<file path="src/hdl/latc_pkg.sv">
// Shared types and constants for the logic analyzer trigger/capture block.
// No dependencies; used by latc_front, latc_back and the top level.
package latc_pkg;

    localparam int CNT_W          = 13;
    localparam int BYTE_W         = 8;
    localparam int CFG_IDX_W      = 2;
    localparam int QUEUE_DEPTH    = 2;
    localparam logic [CNT_W-1:0] READBACK_RESET = 13'd100;

    typedef enum logic [1:0] {
        PH_IDLE  = 2'd0,
        PH_ARMED = 2'd1,
        PH_POST  = 2'd2
    } phase_t;

    typedef enum logic [1:0] {
        OP_SAMPLE = 2'd0,
        OP_ARM    = 2'd1,
        OP_READ   = 2'd2
    } opcode_t;

    typedef enum logic [CFG_IDX_W-1:0] {
        CFG_TRIG_MASK  = 2'd0,
        CFG_TRIG_VALUE = 2'd1,
        CFG_POST_COUNT = 2'd2,
        CFG_READBACK   = 2'd3
    } cfg_reg_t;

    typedef struct packed {
        logic [1:0]        opcode;
        logic [BYTE_W-1:0] sample_value;
    } in_word_t;

    typedef struct packed {
        logic [BYTE_W-1:0] read_data;
        logic              data_valid;
        logic              last_read;
        logic [1:0]        phase;
    } out_word_t;

    typedef struct packed {
        logic              wr_en;
        logic              rd_en;
        logic [BYTE_W-1:0] wr_data;
        logic              last;
        phase_t            phase;
    } cmd_t;

endpackage

</file>
<file path="src/hdl/latc_front.sv">
// Front part: configuration registers, capture phase, write index and counters.
// Turns each accepted word into a store command. Depends on latc_pkg.
module latc_front #(
    parameter int STORE_DEPTH = 8192
) (
    input  logic                           clk,
    input  logic                           rst_n,
    input  logic                           cfg_write,
    input  logic [latc_pkg::CFG_IDX_W-1:0] cfg_index,
    input  logic [latc_pkg::CNT_W-1:0]     cfg_data,
    input  logic                           accept,
    input  latc_pkg::in_word_t             in_data,
    output latc_pkg::cmd_t                 cmd,
    output logic [$clog2(STORE_DEPTH)-1:0] cmd_addr
);

    localparam int AW = $clog2(STORE_DEPTH);
    localparam int BW = latc_pkg::BYTE_W;
    localparam int CW = latc_pkg::CNT_W;

    logic [BW-1:0]       trig_mask_reg, trig_mask_next;
    logic [BW-1:0]       trig_value_reg, trig_value_next;
    logic [CW-1:0]       post_count_reg, post_count_next;
    logic [CW-1:0]       readback_reg, readback_next;
    latc_pkg::phase_t    phase_reg, phase_next;
    logic [AW-1:0]       index_reg, index_next;
    logic [CW-1:0]       delay_reg, delay_next;
    logic [CW-1:0]       reads_reg, reads_next;
    logic [AW-1:0]       index_inc, index_dec;
    logic [CW-1:0]       delay_dec;
    logic                trig_hit;

    assign index_inc = (index_reg == AW'(STORE_DEPTH - 1)) ? '0 : index_reg + 1'b1;
    assign index_dec = (index_reg == '0) ? AW'(STORE_DEPTH - 1) : index_reg - 1'b1;
    assign delay_dec = (delay_reg != '0) ? delay_reg - 1'b1 : '0;
    assign trig_hit  = (((in_data.sample_value ^ trig_value_reg) & trig_mask_reg) == '0);

    always_comb
    begin
        trig_mask_next  = trig_mask_reg;
        trig_value_next = trig_value_reg;
        post_count_next = post_count_reg;
        readback_next   = readback_reg;
        if (cfg_write)
        begin
            case (cfg_index)
                latc_pkg::CFG_TRIG_MASK:  trig_mask_next  = cfg_data[BW-1:0];
                latc_pkg::CFG_TRIG_VALUE: trig_value_next = cfg_data[BW-1:0];
                latc_pkg::CFG_POST_COUNT: post_count_next = cfg_data;
                latc_pkg::CFG_READBACK:   readback_next   = cfg_data;
                default: ;
            endcase
        end
    end

    always_comb
    begin
        phase_next    = phase_reg;
        index_next    = index_reg;
        delay_next    = delay_reg;
        reads_next    = reads_reg;
        cmd.wr_en     = 1'b0;
        cmd.rd_en     = 1'b0;
        cmd.wr_data   = in_data.sample_value;
        cmd.last      = 1'b0;
        cmd_addr      = index_reg;
        if (accept)
        begin
            case (in_data.opcode)
                latc_pkg::OP_SAMPLE:
                begin
                    if (phase_reg == latc_pkg::PH_ARMED)
                    begin
                        cmd.wr_en = 1'b1;
                        if (trig_hit)
                        begin
                            delay_next = post_count_reg;
                            phase_next = (post_count_reg == '0) ? latc_pkg::PH_IDLE
                                                                : latc_pkg::PH_POST;
                        end
                        else
                        begin
                            index_next = index_inc;
                        end
                    end
                    else if (phase_reg == latc_pkg::PH_POST)
                    begin
                        cmd.wr_en  = 1'b1;
                        index_next = index_inc;
                        delay_next = delay_dec;
                        if (delay_dec == '0)
                        begin
                            phase_next = latc_pkg::PH_IDLE;
                        end
                    end
                end
                latc_pkg::OP_ARM:
                begin
                    index_next = '0;
                    reads_next = readback_reg;
                    delay_next = '0;
                    phase_next = latc_pkg::PH_ARMED;
                end
                latc_pkg::OP_READ:
                begin
                    if (phase_reg == latc_pkg::PH_IDLE && reads_reg != '0)
                    begin
                        index_next = index_dec;
                        cmd_addr   = index_dec;
                        cmd.rd_en  = 1'b1;
                        reads_next = reads_reg - 1'b1;
                        cmd.last   = (reads_reg == CW'(1));
                    end
                end
                default: ;
            endcase
        end
        cmd.phase = phase_next;
    end

    always_ff @(posedge clk or negedge rst_n)
    begin
        if (!rst_n)
        begin
            trig_mask_reg  <= '0;
            trig_value_reg <= '0;
            post_count_reg <= '0;
            readback_reg   <= latc_pkg::READBACK_RESET;
            phase_reg      <= latc_pkg::PH_IDLE;
            index_reg      <= '0;
            delay_reg      <= '0;
            reads_reg      <= '0;
        end
        else
        begin
            trig_mask_reg  <= trig_mask_next;
            trig_value_reg <= trig_value_next;
            post_count_reg <= post_count_next;
            readback_reg   <= readback_next;
            phase_reg      <= phase_next;
            index_reg      <= index_next;
            delay_reg      <= delay_next;
            reads_reg      <= reads_next;
        end
    end

    assert property (@(posedge clk) disable iff (!rst_n)
        (accept && cmd.rd_en) |-> (phase_reg == latc_pkg::PH_IDLE && reads_reg != '0))
        else $error("read issued outside idle phase or with empty readback");
    assert property (@(posedge clk) disable iff (!rst_n)
        (phase_reg == latc_pkg::PH_POST) |-> (delay_reg != '0))
        else $error("post-trigger phase with exhausted delay");

endmodule

</file>
<file path="config.mk">
export PLATFORM = sky130hd
export DESIGN_NAME = latc_front
export DESIGN_NICKNAME = d
export VERILOG_FILES = /design/src/hdl/latc_pkg.sv /design/src/hdl/latc_front.sv
export SDC_FILE = /design/constraint.sdc
export NUM_CORES = 1
export LEC_CHECK = 0
export ABC_AREA = 1
export ABC_CLOCK_PERIOD_IN_PS = 2200
export BUFFER_PORTS_ARGS = -buffer_cell sky130_fd_sc_hd__buf_2
export CORE_MARGIN = 4
export CORE_UTILIZATION = 35
export DETAILED_ROUTE_END_ITERATION = 8
export HOLD_SLACK_MARGIN = 0.15
export PLACE_DENSITY = 0.6
export SLEW_MARGIN = 20
export SYNTH_ARGS = -nofsm -noshare
export SYNTH_HDL_FRONTEND = slang
export SYNTH_SLANG_ARGS = --single-unit
</file>
<file path="constraint.sdc">
create_clock -name clk -period 2.2 [get_ports clk]
set_input_delay 0 -clock clk [delete_from_list [all_inputs] [get_ports clk]]
set_output_delay 0 -clock clk [all_outputs]
set_load 0.01 [all_outputs]
</file>
==> out/results.ini <==
[synthesis]
synth_edf_count=0
syn_nets=824
area_of_the_mapped_netlist_um2=5510
async_reset_ff_share_pct=100
synth_seq_area_share_pct=37.8
synth_cell_types=45
postSynthCellCount=780
avgSynthCellArea_um2=7.06
synth-seq-cells=83
count_of_yosys_warnings_during_synthesis=0
synthFlopType=dfrtp_1

[hold_path]
hold_path.class=input pin to async pin

[worst_setup_path]
cp_max_fo=6
rrSetupSlack_ns=0.23
reg2reg_depth=13
cp_arrival_ns=2.16
cp-end-kind=primary output
launching_point_of_the_worst_reg2reg_path=index_reg[0]
ws_path_type=register to primary output
worst_r2r_endpoint=index_reg[12]
timing.critical_path.from=delay_reg[2]
crit_path_start_kind=register
cp.required_ns=2.20

[sta]
slew_headroom_pct=42.6
timing.fmax_ghz=0.462
rsz_0062_raised_after_global_routing=yes
fin_worst_skew_ns=0.0113
timing.final.hold_violations=0
max_slew.worst_pin.slew_ns=0.859
period_minus_slack_ns=2.16
hold_ws_ns=0.192
layout_setup_ws_ns=0.0375
final_max_slew_violation_count=0
final_setup_violation_count=0
timing.final.crit_share_pct=98.3

[route]
wl_met2_um=6400
route.layer.met1.wl_um=7110
detailedRoute.firstPassIterationCount=5
routed-wl-met3_um=680
drc_errors=0
number_of_drc_violations_after_detailed_routing_iteration_0=309
routed_wl_um=14400
top_layer_used=met4
avgRoutedWirePerCell_um=13.5
via_per_inst=4.85
ant_nets=0
via_count=5198

[grt]
grt_start_max_net_pins=43
antenna_violations_before_repair=0
grt_pass1_vias=4909
gr_usage_total_pct=16.5
global_route.overflow_total=0
grt_pass1_wl_um=24100

[clock_tree]
worst_skew_pair.late_latency_ns=0.35
htree_num_levels=3
tritoncts_num_sinks=83
cts_buffers=9
clkTransAtPathRegs_ns=0.06
clock-root-buffer=clkbuf_16
tritoncts=yes
cts_buffer_depth=2

[floorplan]
io_pins=55
placeableCoreArea_um2=15300
die_height_um=133
floorplan.initialDensity_pct=36.0
row_count=45
die_width_um=133
fp.dieArea_um2=17800

[finish]
mostFrequentLayoutCell=nand2_1
fill_cells=1579
final-instance-count-excl-fill=1072
commonest_cells_after_routing_fill_and_taps_aside=218 x nand2_1, 85 x o21ai_0, 82 x inv_1
final_net_count=900
area_growth_pct=22.8
diodes=0
drive_gt1_share_pct=22.1

[power_and_ir_drop]
power_per_cell_area_nw_per_um2=1090
power_leakage_nw=3.39
design_power_total_mw=7.37
power.ir.vdd_worst_mv=0.384

[placed_design]
place_worst_setup_slack_ns=0.213
hpwl_after_detailed_placement_um=10400
routability_driven_placement_congestion_ratio=0.852
placement.io_buffers=54
placed_cells_incl_taps=1027

[run_status]
status=complete, no violations

[job]
max_cap_viols=0

## report_power, final
part | internal [mW] | total [mW] | switching [mW]
Clock | 0.997 | 1.64 | 0.643
Combinational | 1.31 | 3.35 | 2.03
Sequential | 1.93 | 2.38 | 0.447
Total | 4.24 | 7.37 | 3.12
## how the worst max path moves through the flow
stage	end	slack (ns)	cells after the start
floorplan	phase_reg[1]	0.46	13
global placement	delay_reg[9]	0.22	8
detailed placement	delay_reg[12]	0.21	8
CTS	cmd_addr[4]	-0.01	12
global route	cmd[1]	-0.11	14
finish	cmd[1]	0.04	13
## Yosys cell counts (2+ instances only)
| cell | instances | share of area, % |
|---|---|---|
| nand2_1 | 225 | 15 |
| o21ai_0 | 95 | 8.6 |
| inv_1 | 89 | 6.1 |
| dfrtp_1 | 80 | 36 |
| nor2_1 | 73 | 5.0 |
| nand3_1 | 44 | 4.0 |
| a21oi_1 | 18 | 1.6 |
| ha_1 | 15 | 3.4 |
| clkbuf_1 | 13 | 0.89 |
| o21ai_1 | 11 | 1.0 |
| o211ai_1 | 10 | 1.4 |
| buf_4 | 9 | 1.2 |
| xor2_1 | 9 | 1.4 |
| nand2_2 | 7 | 0.80 |
| nor2_2 | 6 | 0.68 |
| buf_2 | 5 | 0.45 |
| inv_2 | 5 | 0.34 |
| o31ai_1 | 5 | 0.68 |
| a31oi_1 | 4 | 0.45 |
| nand2_4 | 4 | 0.82 |
| nand3_2 | 4 | 0.73 |
| nand4_1 | 4 | 0.45 |
| nor3_2 | 4 | 0.73 |
| o21bai_1 | 4 | 0.55 |
| o22ai_1 | 4 | 0.45 |
| buf_6 | 3 | 0.61 |
| dfstp_2 | 3 | 1.4 |
| nor3_1 | 3 | 0.27 |
| or2_1 | 3 | 0.34 |
| inv_4 | 2 | 0.23 |
| nand3b_1 | 2 | 0.27 |
| nor2_4 | 2 | 0.41 |
| nor4_1 | 2 | 0.23 |
| o211ai_2 | 2 | 0.45 |
## cell type report
cell class	count	area (µm²)	area share (%)
Sequential cell	83	2090	30.9
Timing Repair Buffer	95	618	9.14
Clock inverter	6	90.1	1.33
Inverter	96	380	5.62
Tap cell	211	264	3.90
Multi-Input combinational cell	571	3100	45.8
Clock buffer	10	229	3.38
## through the flow
step / setup TNS (ns) / instance area (µm²) / util, %
3_3_place_gp: 0 / 5960 / 38.9
5_1_grt: -0.173 / 6770 / 44.2
3_5_place_dp: 0 / 5960 / 38.9
2_1_floorplan: 0 / 5510 / -
4_1_cts: -0.0198 / 6470 / 42.2
6_report: 0 / 6770 / 44.2
## cell families after synthesis
group                    Yosys count  synth area share, %
buffers and inverters            126                 9.81
multiplexers                       1                0.182
adder cells (fa/ha/maj)           15                 3.41
XOR/XNOR                           9                 1.43
flip-flops                        83                 37.8
AND/OR/NAND/NOR                  387                 31.1
AO/OA/AOI/OAI                    159                 16.3
## repair_timing
item                                    4_1_cts  5_1_grt
hold endpoints to repair                     83        0
hold buffers                                 15        0
pin swaps                                     1        9
endpoints found under the setup margin       11       24
gates resized for setup                      17       62
buffers inserted                              0       14
## critical path: stages (launching register included)
cell and delay, ns:
dfrtp_1 0.44, nor2_1 0.19, nand2_1 0.17, nor2_4 0.18, nand3_1 0.10, nand3_2 0.09, nand2_1 0.07, nor2_2 0.09
nand3_1 0.08, nand2_1 0.06, nand2_1 0.05, nand2_1 0.08, nand2_2 0.08, buf_2 0.14
## per-layer routing
| metal | vias to the layer above | global-route usage, % |
|---|---|---|
| li1 | 2672 | - |
| met1 | 2380 | 23.6 |
| met2 | 130 | 25.5 |
| met3 | 16 | 2.79 |
| met4 | 0 | 5.49 |
| met5 | - | 0 |
Power figures use the tool's default switching activity.
