`config.mk`:
```
export PLATFORM = sky130hd
export DESIGN_NAME = latc_queue
export DESIGN_NICKNAME = d
export VERILOG_FILES = /design/src/hdl/latc_queue.sv
export SDC_FILE = /design/constraint.sdc
export NUM_CORES = 1
export LEC_CHECK = 0
export ABC_AREA = 1
export BUFFER_PORTS_ARGS = -buffer_cell sky130_fd_sc_hd__buf_2
export CAP_MARGIN = 20
export CORE_MARGIN = 4
export CORE_UTILIZATION = 50
export DETAILED_ROUTE_END_ITERATION = 8
export PLACE_DENSITY = 0.77
export SETUP_SLACK_MARGIN = 0.5
export SYNTH_ARGS = -nofsm -noshare
export SYNTH_HDL_FRONTEND = slang
export SYNTH_SLANG_ARGS = --single-unit
```
`constraint.sdc`:
```
create_clock -name clk -period 1.9 [get_ports clk]
set_input_delay 0.38 -clock clk [delete_from_list [all_inputs] [get_ports clk]]
set_output_delay 0.38 -clock clk [all_outputs]
set_load 0.02 [all_outputs]
```
`src/hdl/latc_queue.sv`:
```
// Short FIFO between the front and back parts of the capture engine.
// No dependencies.
module latc_queue #(
    parameter int WIDTH = 16,
    parameter int DEPTH = 2
) (
    input  logic             clk,
    input  logic             rst_n,
    input  logic             push,
    input  logic [WIDTH-1:0] push_data,
    input  logic             pop,
    output logic [WIDTH-1:0] pop_data,
    output logic             empty,
    output logic             full
);

    localparam int PW = (DEPTH > 1) ? $clog2(DEPTH) : 1;
    localparam int CW = $clog2(DEPTH + 1);

    logic [WIDTH-1:0] slot_reg [DEPTH];
    logic [PW-1:0]    wr_ptr_reg, wr_ptr_next;
    logic [PW-1:0]    rd_ptr_reg, rd_ptr_next;
    logic [CW-1:0]    count_reg, count_next;

    always_comb
    begin
        wr_ptr_next = wr_ptr_reg;
        rd_ptr_next = rd_ptr_reg;
        count_next  = count_reg;
        if (push)
        begin
            wr_ptr_next = (wr_ptr_reg == PW'(DEPTH - 1)) ? '0 : wr_ptr_reg + 1'b1;
        end
        if (pop)
        begin
            rd_ptr_next = (rd_ptr_reg == PW'(DEPTH - 1)) ? '0 : rd_ptr_reg + 1'b1;
        end
        if (push && !pop)
        begin
            count_next = count_reg + 1'b1;
        end
        else if (pop && !push)
        begin
            count_next = count_reg - 1'b1;
        end
    end

    always_ff @(posedge clk or negedge rst_n)
    begin
        if (!rst_n)
        begin
            wr_ptr_reg <= '0;
            rd_ptr_reg <= '0;
            count_reg  <= '0;
        end
        else
        begin
            wr_ptr_reg <= wr_ptr_next;
            rd_ptr_reg <= rd_ptr_next;
            count_reg  <= count_next;
        end
    end

    always_ff @(posedge clk)
    begin
        if (push)
        begin
            slot_reg[wr_ptr_reg] <= push_data;
        end
    end

    assign pop_data = slot_reg[rd_ptr_reg];
    assign empty    = (count_reg == '0);
    assign full     = (count_reg == CW'(DEPTH));

    assert property (@(posedge clk) disable iff (!rst_n) push |-> (!full || pop))
        else $error("queue overflow");
    assert property (@(posedge clk) disable iff (!rst_n) pop |-> !empty)
        else $error("queue underflow");

endmodule

```
==> results by group, run 1 <==
Route
  • Starting DRT DRC Count: 11
  • Routed Antenna Nets: 0
  • DR vias/cell: 5.03
  • Routed WL: 2440 um
  • DRC: 0
  • Via count: 794
  • Pre-antenna DRT Iters: 3
  • Mean routed wirelength per cell: 15.4 um

Floorplan
  • Row cnt: 19
  • I/O pin cnt: 38
  • Core outline area: 2730 sq um
  • Die height: 61.2 um
  • Die ar.: 3740 sq um
  • Starting density of the core: 51.7%
  • Die width: 61.2 um

Pwr
  • Total power: 2.80 mW
  • Clock power frac: 16.0%
  • Pwr/cell area: 1510 nW/um^2
  • Fraction of power consumed by combinational cells: 42.8%
  • Worst vdd ir: 1.08 mV
  • Sw Pwr: 0.895 mW
  • Sequential power share: 41.1%
  • P_leak: 0.786 nW
  • Pint: 1.91 mW
  • Sw frac: 32.0%

Worst setup path
  • Critical path origin: rd_ptr_reg
  • Cells on worst reg2reg path: 2
  • R2r startpoint: wr_ptr_reg
  • Reg-to-Reg End: slot_reg[0][7]
  • Worst Setup EP: pop_data[14]
  • Critical Path Source Type: flip-flop
  • Crit path arrival time: 1.41 ns
  • Maximum fanout along the worst path: 8
  • Crit. End Element: output pin
  • R2r setup slk: 0.72 ns
  • Crit path required time: 1.52 ns
  • Kind of critical path: reg -> out

Finish
  • Layout Cells excl Fill: 158
  • Share of cells above drive strength 1: 57.5%
  • Fin area: 1850 sq um
  • FF+latch area: 1060 sq um
  • Max FFs per register: 32
  • Final net count: 147
  • Most common cell after layout, fill and taps aside: edfxtp_1
  • Multi-input logic area: 307 sq um
  • Area Growth Syn to Fin: 30.9%
  • Commonest cells after routing, fill and taps aside: edfxtp_1, buf_2, mux2_4, buf_6, buf_4
  • Number of antenna repair diodes: 0
  • Fillers: 204

Clocking
  • Clk_lat worst skew: 0.34 ns
  • Max Root-Sink Buffers: 2
  • H-tree levels: 2
  • CTS tree: done
  • Clock slew at reported path FFs: 0.11 ns
  • Root buffer cell: clkbuf_4
  • Clock buffer count from CTS: 5
  • Clk sinks: 36

Placed design
  • DP HPWL: 1690 um
  • DP Area: 1650 sq um
  • RePlAce Congestion: 0.661
  • DP Cell Count: 146
  • Port bufs: 37

STA
  • Final Setup Violations: 0
  • Pins Over Slew Limit: 0
  • Clock skew: 0.0101 ns
  • RSZ-0062 raised after global routing: yes
  • Relative slew slack: 82.9%
  • Least-Margin Pin Slew: 0.257 ns
  • TNS Setup: 0 ns
  • Fin crit period: 1.79 ns
  • FMAX: 559 MHz
  • Final Hold Fails: 0
  • Tcrit/Tclk final: 94.1%

Logic synthesis
  • #FFs+latches synth: 36
  • Post-synthesis sequential area ratio: 75.1%
  • Synth Cell Area: 1410 sq um
  • Synthesized netlist cell count: 75
  • Avg Inst Size Synth: 18.8 sq um
  • Post-Syn Nets: 96
  • Netlist cell types: 14
  • Yosys Warn Count: 0

Global route
  • Vias in the first global route: 802
  • Pin count of the biggest net entering global routing: 18
  • Total track usage: 14.4%
  • Antenna violations before repair: 0
  • Grt total ovfl: 0
  • First-pass GRT wire length: 3570 um

Run status
  • Run status: finished clean

Run
  • Max_cap viols: 0

Hold path
  • Hold crit path type: in -> reg
-- synthesized netlist by cell type --
library cell | number | area, sq um
nand2_1 | 5 | 18.8
mux2_2 | 7 | 78.8
buf_6 | 1 | 11.3
buf_12 | 1 | 20.0
nor2_1 | 3 | 11.3
xor2_1 | 2 | 17.5
dfrtp_1 | 4 | 100
inv_1 | 7 | 26.3
nand4_1 | 1 | 6.26
nand3_1 | 1 | 5.00
edfxtp_1 | 32 | 961
mux2_4 | 9 | 135
ha_1 | 1 | 12.5
xnor2_1 | 1 | 8.76
-- power groups by stage --
| stage | sequential, mW | combinational (mW) | clock [mW] |
|---|---|---|---|
| 2_1_floorplan | 1.13 | 0.721 | 0 |
| 3_3_place_gp | 1.13 | 0.920 | 0 |
| 3_5_place_dp | 1.15 | 0.944 | 0 |
| 4_1_cts | 1.13 | 1.01 | 0.471 |
| 5_1_grt | 1.17 | 1.28 | 0.493 |
| 6_report | 1.15 | 1.20 | 0.449 |
-- metrics by stage --
| stage | worst slack, ns | util (%) | hold slack, ns |
|---|---|---|---|
| 6_report | 0.111 | 67.6 | 0.221 |
| 5_1_grt | 0.0577 | 67.6 | 0.212 |
| 4_1_cts | 0.101 | 64.0 | 0.211 |
| 3_5_place_dp | 0.404 | 60.2 | 0.195 |
| 3_3_place_gp | 0.418 | 60.2 | 0.189 |
| 2_1_floorplan | 0.567 | - | 0.0844 |
-- critical path, cell delays in order (launching register included) --
cell and delay (ns):
dfrtp_2 0.46, clkbuf_16 0.18, mux2_4 0.30, buf_6 0.13
-- logic make-up after synthesis --
kind of cell / synth area share [%]
XOR/XNOR: 1.86
adder cells (fa/ha/maj): 0.886
buffers and inverters: 4.07
flip-flops: 75.1
multiplexers: 15.1
AND/OR/NAND/NOR: 2.92
-- repair_timing --
item / CTS / global route
gates resized for setup: 5 / 23
endpoints found under the hold margin: 4 / 0
setup buffers: 1 / 1
pin swaps: 0 / 2
cloned: 0 / 1
hold buffers: 1 / 0
setup endpoints to repair: 18 / 18
-- layout make-up --
cell class                      instances  share of cell area, %
Sequential cell                        36                   57.4
Timing Repair Buffer                   46                   18.7
Multi-Input combinational cell         30                   16.6
Clock buffer                            8                   3.72
Tap cell                               31                   2.10
Inverter                                7                   1.42
-- layer usage --
metal,part of all wire [%],up-vias,wire length [um],global-route usage (%)
li1,-,374,-,-
met2,49,29,1190,23.4
met1,39,377,959,14.8
met4,4.8,0,118,12.1
met3,7.1,14,173,4.82
met5,0,-,0,0
-- how the worst min path moves through the flow --
stage | startpoint | endpoint | slack [ns] | cells past startpoint
floorplan | rst_n | count_reg[0] | 0.08 | 0
CTS | push_data[0] | slot_reg[1][0] | 0.21 | 1
detailed placement | rst_n | count_reg[0] | 0.20 | 1
finish | push_data[3] | slot_reg[1][3] | 0.22 | 1
global route | push_data[3] | slot_reg[1][3] | 0.21 | 1
global placement | rst_n | count_reg[1] | 0.19 | 1
No activity file was read; power rests on OpenSTA's default activity.
==> inputs of run 2 (changes only) <==
--- a/config.mk
+++ b/config.mk
@@ -9,9 +9,9 @@
 export BUFFER_PORTS_ARGS = -buffer_cell sky130_fd_sc_hd__buf_2
 export CAP_MARGIN = 20
 export CORE_MARGIN = 4
-export CORE_UTILIZATION = 50
+export CORE_UTILIZATION = 54
 export DETAILED_ROUTE_END_ITERATION = 8
-export PLACE_DENSITY = 0.77
+export PLACE_DENSITY = 0.82
 export SETUP_SLACK_MARGIN = 0.5
 export SYNTH_ARGS = -nofsm -noshare
 export SYNTH_HDL_FRONTEND = slang
==> constraint.sdc (replaced) <==
create_clock -name clk -period 2.2 [get_ports clk]
set_input_delay 0.44 -clock clk [delete_from_list [all_inputs] [get_ports clk]]
set_output_delay 0.44 -clock clk [all_outputs]
set_load 0.02 [all_outputs]
==> results by group, run 2 (synthesis gave the netlist of run 1 again) <==
Run status
  • Run status: finished clean

Route
  • Via count: 735 (-7.4%)
  • DRC: 0 (unchanged)
  • DR vias/cell: 4.80 (-4.4%)
  • Starting DRT DRC Count: 24 (+13)
  • Mean routed wirelength per cell: 14.3 um (-7.0%)
  • Max Used Layer: met4
  • Routed Antenna Nets: 0 (unchanged)
  • Pre-antenna DRT Iters: 4 (+1)
  • DRT met1 WL: 776 um (-19%)
  • Met3 Wirelength: 112 um (-35%)
  • Routed WL: 2200 um (-9.9%)
  • WL met2: 1280 um (+8.0%)

Floorplan
  • Starting density of the core: 57.0% (+5.3 points)
  • Row cnt: 18 (-1)
  • Die height: 59.1 um (-3.3%)
  • Die width: 59.1 um (-3.3%)
  • Core outline area: 2480 sq um (-9.4%)
  • Die ar.: 3500 sq um (-6.5%)
  • I/O pin cnt: 38 (unchanged)

STA
  • Fin crit period: 1.81 ns
  • Final Setup Violations: 0 (unchanged)
  • Clock skew: 0.00773 ns (-0.00240 ns)
  • Relative slew slack: 58.9% (-24 points)
  • Least-Margin Pin Slew: 0.616 ns (+0.360 ns)
  • Pins Over Slew Limit: 0 (unchanged)
  • Tcrit/Tclk final: 82.2%
  • TNS Setup: 0 ns (unchanged)
  • Final Hold Fails: 0 (unchanged)
  • FMAX: 553 MHz
  • RSZ-0062 raised after global routing: yes

Finish
  • Layout Cells excl Fill: 153 (-3.2%)
  • Commonest cells after routing, fill and taps aside: edfxtp_1, buf_2, buf_6
  • Max FFs per register: 32 (unchanged)
  • Fin area: 1830 sq um (-0.95%)
  • Final net count: 143 (-2.7%)
  • FF+latch area: 1060 sq um (unchanged)
  • Multi-input logic area: 320 sq um (+4.5%)
  • Area Growth Syn to Fin: 29.7%
  • Most common cell after layout, fill and taps aside: edfxtp_1
  • Fillers: 166 (-19%)
  • Share of cells above drive strength 1: 51.2% (-6.3 points)
  • Number of antenna repair diodes: 0 (unchanged)

Worst setup path
  • Cell count along the critical path: 3 (unchanged)
  • Worst Setup EP: pop_data[4]
  • R2r startpoint: wr_ptr_reg
  • Critical path origin: rd_ptr_reg
  • R2r setup slk: 0.92 ns (+0.20 ns)
  • Crit. End Element: output pin
  • CP delay by family, top: flip-flops
  • Crit-path max cell delay: 0.45 ns (about the same)
  • Kind of critical path: reg -> out
  • Slowest CP cell: dfrtp_2
  • Crit path arrival time: 1.37 ns (-0.04 ns)
  • Worst path bufs/invs: 2 (unchanged)
  • Reg-to-Reg End: slot_reg[1][14]
  • Cells on worst reg2reg path: 2 (unchanged)
  • Critical Path Source Type: flip-flop
  • Maximum fanout along the worst path: 7 (-1)
  • Crit path required time: 1.76 ns (+0.24 ns)
  • Crit path cell chain: buf_6 > mux2_4 > buf_6
  • Most Frequent Cell on Critical Path: buf_6

Placed design
  • DP Area: 1630 sq um (-1.1%)
  • Port bufs: 37 (unchanged)
  • DP HPWL: 1550 um (-8.3%)
  • DP Cell Count: 143 (-2.1%)
  • RePlAce Congestion: 0.696 (+5.4%)

Clocking
  • Clock buffer count from CTS: 5 (unchanged)
  • Post-CTS Setup Repair Bufs: 0 (-1)
  • Clk sinks: 36 (unchanged)
  • Clk_lat worst skew: 0.31 ns (-0.03 ns)
  • CTS tree: done
  • Max Root-Sink Buffers: 2 (unchanged)
  • Clock slew at reported path FFs: 0.10 ns (about the same)
  • H-tree levels: 2 (unchanged)
  • Root buffer cell: clkbuf_4

Pwr
  • P_leak: 0.791 nW (+0.60%)
  • Sw Pwr: 0.737 mW (-18%)
  • Pint: 1.59 mW (-16%)
  • Sequential power share: 42.5% (+1.4 points)
  • Fraction of power consumed by combinational cells: 44.5% (+1.7 points)
  • Pwr/cell area: 1270 nW/um^2 (-16%)
  • Clock power frac: 13.0% (-3.0 points)
  • Sw frac: 31.6% (-0.35 points)
  • Worst vdd ir: 0.909 mV (-16%)

Hold path
  • Hold crit path type: in -> reg

Global route
  • Total track usage: 13.3% (-1.0 points)
  • Pin count of the biggest net entering global routing: 17 (-1)
  • First-pass GRT wire length: 3250 um (-8.9%)
  • Vias in the first global route: 742 (-7.5%)
  • Antenna violations before repair: 0 (unchanged)
  • Grt total ovfl: 0 (unchanged)

Run
  • Max_cap viols: 0 (unchanged)
## run 2: cell count changes in the layout (fill, tap and decap cells not counted), sizes merged
cell / before / now
buf: 44 / 41
clkinv: 0 / 1
clkbuf: 9 / 7
## run 2: final cells by class
cell class / instances / share of cell area [%]
clock buffers: 7 / 2.46
clock inverters: 1 / 0.205
inverters: 7 / 1.43
multi-input cells: 30 / 17.5
flip-flops and latches: 36 / 58.0
well taps: 30 / 2.05
repair buffers: 42 / 18.4
## run 2: through the flow
step / setup slack (ns) / utilization [%] / hold WS, ns / power [mW]
5_1_grt: 0.341 / 73.9 / 0.284 / 2.47
2_1_floorplan: 0.650 / - / 0.144 / 1.60
3_3_place_gp: 0.718 / 65.7 / 0.248 / 1.76
6_report: 0.392 / 73.9 / 0.300 / 2.33
4_1_cts: 0.372 / 68.2 / 0.291 / 2.09
3_5_place_dp: 0.704 / 65.7 / 0.255 / 1.79
## run 2: worst min-delay path by stage
| stage | from | endpoint | cells past startpoint |
|---|---|---|---|
| after floorplan | rst_n | count_reg[0] | 0 |
| after global placement | rst_n | count_reg[1] | 1 |
| after detailed placement | rst_n | count_reg[1] | 1 |
| after CTS | push_data[11] | slot_reg[0][11] | 1 |
| after global routing | push_data[6] | slot_reg[1][6] | 1 |
| final | push_data[0] | slot_reg[1][0] | 1 |
## run 2: power by group through the flow
stage,combinational [mW],sequential [mW],clock [mW]
floorplan,0.621,0.975,0
finish,1.04,0.989,0.303
CTS,0.802,0.978,0.312
detailed placement,0.793,0.992,0
global placement,0.780,0.979,0
global route,1.11,1.01,0.351
## run 2: repair_timing
action	in CTS	in global routing
cloned	0	1
endpoints found under the hold margin	4	0
hold buffers	1	0
endpoints found under the setup margin	16	16
gates resized for setup	1	44
## run 2: routing by layer
metal	global-route usage, %	vias to the layer above
li1	-	366
met1	14.6	344
met2	23.0	20
met3	3.70	5
met4	7.77	0
met5	0	-
## run 2: worst register-to-register path, stage by stage, from the launching register on
cell and delay, ns:
dfrtp_1 0.40, nand2_1 0.06, inv_1 0.46
==> inputs of run 3 (changes only) <==
--- a/config.mk
+++ b/config.mk
@@ -9,9 +9,9 @@
 export BUFFER_PORTS_ARGS = -buffer_cell sky130_fd_sc_hd__buf_2
 export CAP_MARGIN = 20
 export CORE_MARGIN = 4
-export CORE_UTILIZATION = 54
+export CORE_UTILIZATION = 46
 export DETAILED_ROUTE_END_ITERATION = 8
-export PLACE_DENSITY = 0.82
+export PLACE_DENSITY = 0.74
 export SETUP_SLACK_MARGIN = 0.5
 export SYNTH_ARGS = -nofsm -noshare
 export SYNTH_HDL_FRONTEND = slang
==> constraint.sdc (replaced) <==
create_clock -name clk -period 1.6 [get_ports clk]
set_input_delay 0.32 -clock clk [delete_from_list [all_inputs] [get_ports clk]]
set_output_delay 0.32 -clock clk [all_outputs]
set_load 0.02 [all_outputs]
==> results by group, run 3 (synthesis gave the netlist of run 1 again) <==
Route
  • DRC: 0 (unchanged)
  • Mean routed wirelength per cell: 15.5 um (+7.9%)
  • Pre-antenna DRT Iters: 2 (-2)
  • Via count: 790 (+7.5%)
  • Routed WL: 2520 um (+15%)
  • Starting DRT DRC Count: 7 (-71%)
  • DR vias/cell: 4.85 (+0.89%)
  • Routed Antenna Nets: 0 (unchanged)

STA
  • Pins Over Slew Limit: 0 (unchanged)
  • Final Setup Violations: 16 (+16)
  • Setup slack after layout: -0.140 ns (-0.532 ns)
  • Least-Margin Pin Slew: 0.182 ns (-0.435 ns)
  • RSZ-0062 raised after global routing: yes
  • TNS Setup: -2.00 ns (-2.00 ns)
  • Final Hold Fails: 0 (unchanged)
  • Relative slew slack: 87.9% (+29 points)
  • Tcrit/Tclk final: 109%
  • Fin crit period: 1.74 ns
  • FMAX: 575 MHz
  • Clock skew: 0.00263 ns (-0.00510 ns)

Pwr
  • P_leak: 0.855 nW (+8.2%)
  • Clock power frac: 12.7% (-0.3 points)
  • Fraction of power consumed by combinational cells: 48.4% (+3.9 points)
  • Worst vdd ir: 0.994 mV (+9.4%)
  • Pint: 2.40 mW (+51%)
  • Sequential power share: 38.9% (-3.6 points)
  • Sw Pwr: 1.13 mW (+54%)
  • Sw frac: 32.1% (+0.48 points)
  • Pwr/cell area: 1800 nW/um^2 (+42%)

Worst setup path
  • Worst Setup EP: pop_data[12]
  • Critical Path Source Type: flip-flop
  • CP delay by family, top: flip-flops
  • Crit path required time: 1.28 ns (-0.48 ns)
  • Crit. End Element: output pin
  • Worst path bufs/invs: 2 (unchanged)
  • Crit path arrival time: 1.42 ns (+0.05 ns)
  • Crit-path max cell delay: 0.47 ns (+0.02 ns)
  • Crit path cell chain: clkbuf_16 > mux2_4 > buf_6
  • Cell count along the critical path: 3 (unchanged)
  • Reg-to-Reg End: slot_reg[1][15]
  • R2r setup slk: 0.56 ns (-0.36 ns)
  • Critical path origin: rd_ptr_reg
  • Maximum fanout along the worst path: 5 (-2)
  • Cells on worst reg2reg path: 3 (+1)
  • R2r startpoint: wr_ptr_reg
  • Slowest CP cell: dfrtp_2
  • Kind of critical path: reg -> out

Finish
  • Number of antenna repair diodes: 0 (unchanged)
  • Share of cells above drive strength 1: 59.1% (+7.9 points)
  • Commonest cells after routing, fill and taps aside: edfxtp_1, buf_2, buf_6
  • Most common cell after layout, fill and taps aside: edfxtp_1
  • Fillers: 201 (+21%)
  • Max FFs per register: 32 (unchanged)
  • Fin area: 1960 sq um (+7.1%)
  • Final net count: 152 (+6.3%)
  • Area Growth Syn to Fin: 38.9%

Floorplan
  • Row cnt: 19 (+1)
  • Starting density of the core: 49.5% (-7.5 points)
  • Die height: 63.4 um (+7.2%)
  • Core outline area: 2850 sq um (+15%)
  • I/O pin cnt: 38 (unchanged)
  • Die ar.: 4020 sq um (+15%)
  • Die width: 63.4 um (+7.2%)

Clocking
  • Clk sinks: 36 (unchanged)
  • H-tree levels: 2 (unchanged)
  • CTS tree: done
  • Clock buffer count from CTS: 5 (unchanged)
  • Root buffer cell: clkbuf_4
  • Max Root-Sink Buffers: 2 (unchanged)
  • Clk_lat worst skew: 0.34 ns (+0.03 ns)
  • Clock slew at reported path FFs: 0.10 ns (about the same)

Global route
  • Vias in the first global route: 814 (+9.7%)
  • Pin count of the biggest net entering global routing: 15 (-2)
  • Antenna violations before repair: 0 (unchanged)
  • Total track usage: 13.2% (-0.16 points)
  • Grt total ovfl: 0 (unchanged)
  • First-pass GRT wire length: 3870 um (+19%)

Placed design
  • DP Area: 1640 sq um (+1.0%)
  • DP Worst Slack: 0.225 ns (-0.479 ns)
  • RePlAce Congestion: 0.656 (-5.8%)
  • DP HPWL: 1630 um (+5.3%)
  • Port bufs: 37 (unchanged)

Run status
  • Run status: complete, but fails checks
  • Failing checks: setup timing

Run
  • Max_cap viols: 0 (unchanged)

Hold path
  • Hold crit path type: in -> reg
## run 3: changes by cell type in the layout (fill, tap and decap cells not counted), sizes merged
cell and change:
clkinv +2, clkbuf -1, buf +8
## run 3: how the worst min path moves through the flow
stage	cells after the start	to	startpoint	slack [ns]
floorplan	0	count_reg[0]	rst_n	0.02
global placement	1	count_reg[0]	rst_n	0.13
detailed placement	1	count_reg[1]	rst_n	0.13
CTS	1	slot_reg[1][5]	push_data[5]	0.14
global route	1	slot_reg[0][14]	push_data[14]	0.14
finish	1	slot_reg[0][6]	push_data[6]	0.16
## run 3: per-layer routing
metal / vias up / wire, um / track usage (%)
met5: - / 0 / 0
met4: 0 / 55 / 8.09
met3: 9 / 159 / 5.15
met2: 25 / 1260 / 21.5
met1: 373 / 1040 / 14.3
li1: 383 / - / -
## run 3: power by group through the flow
stage	combinational (mW)	clock (mW)	sequential, mW
finish	1.71	0.449	1.38
global route	1.81	0.509	1.40
CTS	1.26	0.477	1.34
detailed placement	1.12	0	1.37
global placement	1.10	0	1.35
floorplan	0.860	0	1.35
## run 3: what timing repair did
item	in CTS	in global routing
buffers inserted	5	3
pin swaps	2	1
cloned	0	1
resized for setup	5	46
endpoints found under the setup margin	34	28
endpoints found under the hold margin	4	0
hold buffers	1	0
## run 3: area by class of cell
cell class,count,area [sq um],area share (%)
Tap cell,31,38.8,1.98
Timing Repair Buffer,51,450,23.0
Sequential cell,36,1060,54.1
Inverter,7,26.3,1.34
Clock inverter,3,13.8,0.702
Multi-Input combinational cell,30,333,17.0
Clock buffer,5,37.5,1.91
## run 3: through the flow
step | cells | total power [mW] | util (%) | hold slack (ns)
floorplan | 75 | 2.21 | - | 0.0244
global placement | 145 | 2.45 | 57.6 | 0.129
detailed placement | 145 | 2.49 | 57.6 | 0.134
CTS | 159 | 3.08 | 62.0 | 0.140
global route | 163 | 3.71 | 68.8 | 0.142
finish | 163 | 3.54 | 68.8 | 0.163
## run 3: worst reg2reg max path, cell delays in order (launching register included)
cell and delay [ns]:
dfrtp_1 0.42, nand2_1 0.07, inv_1 0.07, buf_4 0.19
